==> src/rtl/lfu_pkg.sv <==
package lfu_pkg;

  localparam int unsigned EntriesDefault = 16;
  localparam int unsigned CapW = 5;
  localparam int unsigned KeyW = 32;
  localparam int unsigned DataW = 32;
  localparam int unsigned CntW = 32;
  localparam int unsigned StampW = 64;
  localparam int unsigned CapReset = 16;

  localparam logic REQ_GET = 1'b0;
  localparam logic REQ_PUT = 1'b1;

  typedef struct packed {
    logic                    req_type;
    logic [KeyW-1:0]         req_key;
    logic signed [DataW-1:0] req_value;
  } lfu_req_t;

  typedef struct packed {
    logic                    hit;
    logic signed [DataW-1:0] read_value;
    logic                    evicted;
    logic [KeyW-1:0]         evicted_key;
  } lfu_rsp_t;

  // one memory word: key, data, count and stamp of one slot
  typedef struct packed {
    logic [KeyW-1:0]   key;
    logic [DataW-1:0]  data;
    logic [CntW-1:0]   cnt;
    logic [StampW-1:0] stamp;
  } lfu_entry_t;

  // "a is a better victim than b": smaller count, then older stamp
  function automatic logic lfu_older(input logic [CntW-1:0] ca, input logic [StampW-1:0] sa,
                                     input logic [CntW-1:0] cb, input logic [StampW-1:0] sb);
    lfu_older = (ca < cb) || ((ca == cb) && (sa < sb));
  endfunction

endpackage

==> src/rtl/lfu_mem.sv <==
module lfu_mem
  import lfu_pkg::*;
#(
  parameter int unsigned ENTRIES = EntriesDefault,
  localparam int unsigned IdxW = (ENTRIES > 1) ? $clog2(ENTRIES) : 1
) (
  input  logic            clk,
  input  logic            rd_en,
  input  logic [IdxW-1:0] rd_addr,
  output lfu_entry_t      rd_data,
  input  logic            wr_en,
  input  logic [IdxW-1:0] wr_addr,
  input  lfu_entry_t      wr_data
);

  lfu_entry_t mem [ENTRIES];

  // single write, single registered read
  always_ff @(posedge clk) begin
    if (wr_en) begin
      mem[wr_addr] <= wr_data;
    end
    if (rd_en) begin
      rd_data <= mem[rd_addr];
    end
  end

endmodule

==> src/rtl/lfu_cache_table.sv <==
// LFU key/value cache with LRU tie-break.
// Channels: in_ (request beat: get or put), out_ (one response beat per
// request), cfg_ (capacity write, taken only while idle).
// Each request scans every slot of the entry memory once, one slot per
// cycle through its single read port, then re-reads the target slot and
// writes it back when it updates or inserts an entry.
// The scan finds the key match, the first free slot and the LFU victim
// (smallest count, then oldest stamp, then lowest slot) in one pass.
// The response sits in an output register; a new request is taken while it
// waits, but the next response is not produced until the old one is taken.
// Reset: all slots invalid (valid bits in flops), occupancy and stamp clock
// zero, capacity 16. No clearing pass is needed.
// Capacity above ENTRIES acts as ENTRIES; capacity zero ignores puts.
module lfu_cache_table
  import lfu_pkg::*;
#(
  parameter int unsigned ENTRIES = EntriesDefault
) (
  input  logic            clk,
  input  logic            rst_n,
  input  logic            in_valid,
  output logic            in_ready,
  input  lfu_req_t        in_data,
  output logic            out_valid,
  input  logic            out_ready,
  output lfu_rsp_t        out_data,
  input  logic            cfg_valid,
  output logic            cfg_ready,
  input  logic [CapW-1:0] cfg_data
);

  localparam int unsigned IdxW = (ENTRIES > 1) ? $clog2(ENTRIES) : 1;
  localparam int unsigned OccW = $clog2(ENTRIES + 1);

  localparam logic [2:0] S_IDLE = 3'd0;
  localparam logic [2:0] S_SCAN = 3'd1;
  localparam logic [2:0] S_LAST = 3'd2;
  localparam logic [2:0] S_RDSL = 3'd3;
  localparam logic [2:0] S_WAIT = 3'd4;
  localparam logic [2:0] S_WB   = 3'd5;

  logic [2:0]         state_r, state_nxt;
  logic [CapW-1:0]    cap_r;
  logic [ENTRIES-1:0] valid_r;
  logic [OccW-1:0]    occ_r;
  logic [StampW-1:0]  clk_r;
  lfu_req_t           req_r;
  logic [IdxW:0]      ptr_r;     // read address counter
  logic [IdxW-1:0]    cmp_r;     // slot whose data arrives this cycle
  logic               found_r, free_r, vic_r;
  logic [IdxW-1:0]    fidx_r, freeidx_r, vidx_r;
  logic [CntW-1:0]    vcnt_r;
  logic [StampW-1:0]  vstamp_r;
  logic [KeyW-1:0]    vkey_r;
  lfu_rsp_t           rsp_r;
  logic               outv_r;

  logic            rd_en, wr_en;
  logic [IdxW-1:0] rd_addr, wr_addr;
  lfu_entry_t      rd_data, wr_data;

  lfu_mem #(.ENTRIES(ENTRIES)) u_mem (
    .clk, .rd_en, .rd_addr, .rd_data, .wr_en, .wr_addr, .wr_data
  );

  logic [OccW-1:0] cap_eff;
  assign cap_eff = (32'(cap_r) > ENTRIES) ? OccW'(ENTRIES) : OccW'(cap_r);

  assign in_ready  = (state_r == S_IDLE);
  assign cfg_ready = (state_r == S_IDLE) && !outv_r;
  assign out_valid = outv_r;
  assign out_data  = rsp_r;

  logic cmp_on;
  assign cmp_on = (state_r == S_SCAN && ptr_r != '0) || state_r == S_LAST;

  logic is_put, do_ins, do_ev, tgt_hit;
  logic [IdxW-1:0] tgt;
  assign is_put  = (req_r.req_type == REQ_PUT);
  assign do_ev   = (occ_r >= cap_eff) && vic_r;
  assign do_ins  = is_put && (cap_eff != '0) && !found_r && (do_ev || free_r);
  assign tgt_hit = found_r && (!is_put || cap_eff != '0);
  assign tgt     = found_r ? fidx_r : (do_ev ? vidx_r : freeidx_r);

  // memory read: scan sweep, then re-read of the target slot
  always_comb begin
    rd_en   = (state_r == S_SCAN) || (state_r == S_RDSL);
    rd_addr = (state_r == S_RDSL) ? tgt : ptr_r[IdxW-1:0];
  end

  logic [CntW-1:0] cnt_inc;
  assign cnt_inc = (rd_data.cnt == '1) ? rd_data.cnt : rd_data.cnt + 1'b1;

  always_comb begin
    wr_en   = (state_r == S_WB) && (tgt_hit || do_ins);
    wr_addr = tgt;
    wr_data = rd_data;
    wr_data.stamp = clk_r + 1'b1;
    if (found_r) begin
      wr_data.cnt = cnt_inc;
      if (is_put) wr_data.data = req_r.req_value;
    end else begin
      wr_data.key  = req_r.req_key;
      wr_data.data = req_r.req_value;
      wr_data.cnt  = CntW'(1);
    end
  end

  // sequencer
  always_comb begin
    state_nxt = state_r;
    unique case (state_r)
      S_IDLE: if (in_valid) state_nxt = S_SCAN;
      S_SCAN: if (ptr_r == (IdxW+1)'(ENTRIES - 1)) state_nxt = S_LAST;
      S_LAST: state_nxt = S_RDSL;
      S_RDSL: state_nxt = S_WAIT;
      S_WAIT: if (!outv_r || out_ready) state_nxt = S_WB;
      S_WB:   state_nxt = S_IDLE;
      default: state_nxt = S_IDLE;
    endcase
  end

  always_ff @(posedge clk) begin
    if (!rst_n) begin
      state_r <= S_IDLE;
      cap_r   <= CapW'(CapReset);
      valid_r <= '0;
      occ_r   <= '0;
      clk_r   <= '0;
      outv_r  <= 1'b0;
    end else begin
      state_r <= state_nxt;
      if (cfg_valid && cfg_ready) cap_r <= cfg_data;
      if (outv_r && out_ready) outv_r <= 1'b0;
      if (state_r == S_WB) begin
        outv_r <= 1'b1;
        if (tgt_hit || do_ins) clk_r <= clk_r + 1'b1;
        if (do_ins) begin
          valid_r[tgt] <= 1'b1;
          if (!do_ev) occ_r <= occ_r + 1'b1;
        end
      end
    end
  end

  // scan bookkeeping and response payload
  always_ff @(posedge clk) begin
    if (state_r == S_IDLE && in_valid) begin
      req_r   <= in_data;
      ptr_r   <= '0;
      found_r <= 1'b0;
      free_r  <= 1'b0;
      vic_r   <= 1'b0;
    end
    if (state_r == S_SCAN) begin
      ptr_r <= ptr_r + 1'b1;
      cmp_r <= ptr_r[IdxW-1:0];
    end
    if (cmp_on) begin
      if (valid_r[cmp_r]) begin
        if (!found_r && rd_data.key == req_r.req_key) begin
          found_r <= 1'b1;
          fidx_r  <= cmp_r;
        end
        if (!vic_r || lfu_older(rd_data.cnt, rd_data.stamp, vcnt_r, vstamp_r)) begin
          vic_r    <= 1'b1;
          vidx_r   <= cmp_r;
          vcnt_r   <= rd_data.cnt;
          vstamp_r <= rd_data.stamp;
          vkey_r   <= rd_data.key;
        end
      end else if (!free_r) begin
        free_r    <= 1'b1;
        freeidx_r <= cmp_r;
      end
    end
    if (state_r == S_WB) begin
      rsp_r.hit         <= found_r;
      rsp_r.read_value  <= is_put ? '0 : (found_r ? rd_data.data : '1);
      rsp_r.evicted     <= do_ins && do_ev;
      rsp_r.evicted_key <= (do_ins && do_ev) ? vkey_r : '0;
    end
  end

`ifndef SYNTH
  a_occ_bound: assert property (@(posedge clk) disable iff (!rst_n)
    occ_r == OccW'($countones(valid_r)))
    else $error("occupancy out of step with valid bits");
  a_no_overwrite: assert property (@(posedge clk) disable iff (!rst_n)
    (state_r == S_WB && outv_r) |-> out_ready)
    else $error("response overwritten");
  a_ev_put: assert property (@(posedge clk) disable iff (!rst_n)
    (outv_r && rsp_r.evicted) |-> rsp_r.read_value == '0)
    else $error("eviction on a get");
  a_cfg_idle: assert property (@(posedge clk) disable iff (!rst_n)
    cfg_ready |-> state_r == S_IDLE)
    else $error("config taken while busy");
`endif

endmodule

==> config.mk <==
export PLATFORM = sky130hd
export DESIGN_NAME = lfu_cache_table
export DESIGN_NICKNAME = d
export VERILOG_FILES = /design/src/rtl/lfu_pkg.sv /design/src/rtl/lfu_mem.sv /design/src/rtl/lfu_cache_table.sv
export SDC_FILE = /design/constraint.sdc
export NUM_CORES = 2
export LEC_CHECK = 0
export ABC_CLOCK_PERIOD_IN_PS = 20600
export CAP_MARGIN = 25
export CORE_ASPECT_RATIO = 2
export CORE_UTILIZATION = 55
export CTS_BUF_LIST = sky130_fd_sc_hd__clkbuf_4
export DETAILED_ROUTE_END_ITERATION = 8
export DONT_BUFFER_PORTS = 1
export GPL_ROUTABILITY_DRIVEN = 0
export GPL_TIMING_DRIVEN = 0
export PLACE_DENSITY = 0.72
export SYNTH_ARGS = -nofsm -noshare
export SYNTH_HDL_FRONTEND = slang
export SYNTH_SLANG_ARGS = --single-unit
==> constraint.sdc <==
create_clock -name clk -period 20.6 [get_ports clk]
set_input_delay 4.12 -clock clk [delete_from_list [all_inputs] [get_ports clk]]
set_output_delay 4.12 -clock clk [all_outputs]
set_load 0.01 [all_outputs]
==> results.cfg <==
[cts]
cts_resized = 0
cts.sinks = 3097
post_cts_buffers = 0
cts_buffers = 642
clk_latency_ps = 1370
clkTransAtPathRegs_ps = 80
clock_path_buffers = 4
cts_hold_buf = 0
ctsRootBufferMaster = clkbuf_4
htree_levels = 6
cts_tree = built

[route]
drc = 3
drtIter0Drc = 10876
met1_length_mm = 115.1
routed-wl-met3_mm = 37.25
detail_route.wl_per_cell_microns = 29.29
drtAntennaViolNets = 0
dr.pass1.iters = 9
avgViaCountPerCell = 6.282
top_layer = met5
wl_met2_mm = 184.3
wirelength_mm = 373.9
vias = 80195

[yosys]
syn_nets = 8627
synthSimpleGateAreaFrac = 0.1024
synth_mux_area_frac = 0.03653
ys_types = 68
synth_area_sq_mm = 0.1222
synth_cells = 8446
yosys_warnings = 0
yosysTopAreaCell = edfxtp_1
yosys.area_share.adder = 0.01085
syn_avg_cell_area_sq_um = 14.47
synth_top_family_by_area = simple AND/OR/NAND/NOR gates
synth-edff-count = 3000
async_reset_ff_frac = 0
synth_compound_area_frac = 0.06255
ys_ff_latch = 3097
synth_area_leaders = edfxtp_1, nand2_1, a21oi_1
synth_top_area_frac = 0.7369
ys_dominant_reg_cell = edfxtp_1
seq_area_frac_synth = 0.7528
synth_xor_area_frac = 0.01268

[worst_setup_path]
criticalPathCategory = reg2out
slowest_stage = nor4_1
r2r_cells = 13
cp_top_family = buffers and inverters
crit_fanout = 10
r2r-start = cap_r[4]
crit_required_ps = 16480
reg2reg_slack_ps = 14370
crit_path_start_kind = flop
path_buf_inv = 2
r2r_end = u_mem.rd_data[10]
crit_chain = buf_2 > nor4_1 > buf_2
max_stage_delay_ps = 420
cp-end-kind = primary output
worst_path_most_repeated_cell = buf_2
cp.arrival_ps = 2530

[grt]
grt_usage = 0.3294
grt_overflow = 0
grt_pass1_wl_mm = 526.6
grt_max_degree = 96
antenna_found_initial = 21
grt_pass1_vias = 79869

[floorplanning]
die_y_microns = 668.7
start_util = 0.5538
die-area_sq_mm = 0.2243
die_w_microns = 335.4
core.rowCount = 244
core_area_sq_mm = 0.2207
num_io_pins = 144

[timing]
final.setup.tns_ps = 0
max_clock_freq_mhz = 150.4
fin_skew_ps = 112.8
hold_viol = 0
min_period_ps = 6647
setup_violations = 0
worstMarginPinSlew_ps = 1305
setup_ws_ps = 13950
slew_headroom = 0.1210
drv_slew = 0
finalCritPeriodShare = 0.3227
rsz0062_at_grt = no

[power_and_ir_drop]
switching_share = 0.2621
p_leak_uw = 0.04864
seq_power_share = 0.548
clockPowerShare = 0.349
internal_power_uw = 9415
p_sw_uw = 3344
powerDensity_mw_per_mm2 = 92.33
power_frac_comb = 0.103
vdd_drop_max_mv = 0.05457

[run]
cap_violations = 0

[placed_design]
post-dp-hpwl_mm = 253.0
io_buffers = 0
place_ws_ps = 14450

[hold_path]
min_to = vstamp_r[0]
holdPathStages = 0
hold_start = u_mem.rd_data[0]
worst_hold_path_type = reg2reg

[layout]
drive_gt1_frac = 0.1675
syn_to_final_growth_pct = 13.05
final_nets = 9532

[outcome]
status = finished with violations
failed_checks = DRC
-- cells in the final DEF (no fill, tap or decap), types with 84 or more instances in the layout --
| master | instances |
|---|---|
| edfxtp_1 | 3000 |
| nand2_1 | 1835 |
| clkbuf_4 | 895 |
| a21oi_1 | 626 |
| nand3_1 | 504 |
| clkbuf_1 | 238 |
| buf_2 | 190 |
| mux2i_1 | 184 |
| inv_1 | 146 |
| o21ai_0 | 135 |
| clkinv_1 | 135 |
| and2_1 | 118 |
| nor2_1 | 106 |
| ha_1 | 106 |
| nand4_1 | 103 |
| buf_12 | 101 |
| mux4_2 | 99 |
| dfxtp_1 | 97 |
| buf_4 | 94 |
| xnor2_1 | 84 |
| a31oi_1 | 84 |
-- power by group through the flow --
| stage | Sequential (uW) | Combinational (uW) | Clock, uW |
|---|---|---|---|
| final | 6990 | 1320 | 4450 |
| after global routing | 6990 | 1360 | 4730 |
| after CTS | 6990 | 1270 | 4470 |
| after detailed placement | 7130 | 1270 | 0 |
| after global placement | 7140 | 1220 | 0 |
| after floorplan | 7100 | 711 | 0 |
-- cell type report --
cell class	instances	area (sq um)
multi-input combinational	4720	27880
buffer	480	2152
clock buffer	895	6719
timing repair buffer	261	4019
sequential	3097	92030
fill	15832	82530
clock inverter	193	1085
tap	2952	3694
antenna	19	47.55
inverter	149	571.8
-- registers in the layout, indices dropped and copies added, names as in the netlist, 3 cells and up --
signal	flops
u_mem.mem	2560
clk_r	64
fidx_r	4
state_r	3
req_r	64
vstamp_r	64
valid_r	16
ptr_r	5
cap_r	5
freeidx_r	4
vkey_r	32
vcnt_r	32
cmp_r	4
out_data	66
u_mem.rd_data	160
vidx_r	4
occ_r	5
-- worst max path at each step --
stage | from | endpoint | slack [ps] | cells past startpoint
after floorplan | u_mem.rd_data[5] | vcnt_r[0] | 4520 | 10
after global placement | u_mem.rd_data[91] | vkey_r[25] | -6380 | 5
after detailed placement | cap_r[4] | u_mem.rd_data[11] | 14450 | 13
after CTS | state_r[2] | cfg_ready | 13830 | 3
after global routing | state_r[2] | cfg_ready | 13840 | 3
final | state_r[2] | cfg_ready | 13950 | 3
-- Yosys cell counts (26+ instances only) --
| library cell | instances |
|---|---|
| a21o_1 | 33 |
| a2111oi_0 | 41 |
| nor2_1 | 126 |
| clkbuf_1 | 243 |
| xor2_1 | 80 |
| a32oi_1 | 70 |
| ha_1 | 106 |
| a31oi_1 | 84 |
| a221oi_1 | 70 |
| buf_4 | 30 |
| nand4_1 | 103 |
| buf_2 | 173 |
| buf_1 | 32 |
| mux2i_1 | 184 |
| and2_1 | 118 |
| nor4_1 | 26 |
| edfxtp_1 | 3000 |
| and3_1 | 67 |
| o21ai_0 | 161 |
| mux4_2 | 99 |
| a21oi_1 | 626 |
| mux2_2 | 33 |
| dfxtp_1 | 97 |
| nand2_1 | 1835 |
| inv_1 | 149 |
| xnor2_1 | 97 |
| nand3_1 | 504 |
-- logic make-up after synthesis --
group,after synthesis
buffers and inverters,629
adders and majority gates,106
AOI/OAI and AO/OA,1239
DFF,3097
xor gates and xnor gates,177
muxes,317
and+or+nand+nor,2881
-- routing by layer --
layer | vias to the layer above | track usage
met1 | 39366 | 0.3526
met4 | 18 | 0.2861
li1 | 33752 | -
met3 | 1406 | 0.06885
met5 | - | 0
met2 | 5653 | 0.5527
-- through the flow --
stage	instance area [sq um]	power, uW	utilization	cells	hold slack [ps]
5_1_grt	138200	13090	0.6260	12754	428.3
3_3_place_gp	125900	8355	0.5706	11398	426.9
4_1_cts	138000	12740	0.6252	12730	413.7
3_5_place_dp	130200	8400	0.5899	11642	433.7
2_1_floorplan	122200	7810	-	8446	416.8
6_report	138200	12760	0.6261	12766	410.8
Power figures use the tool's default switching activity.
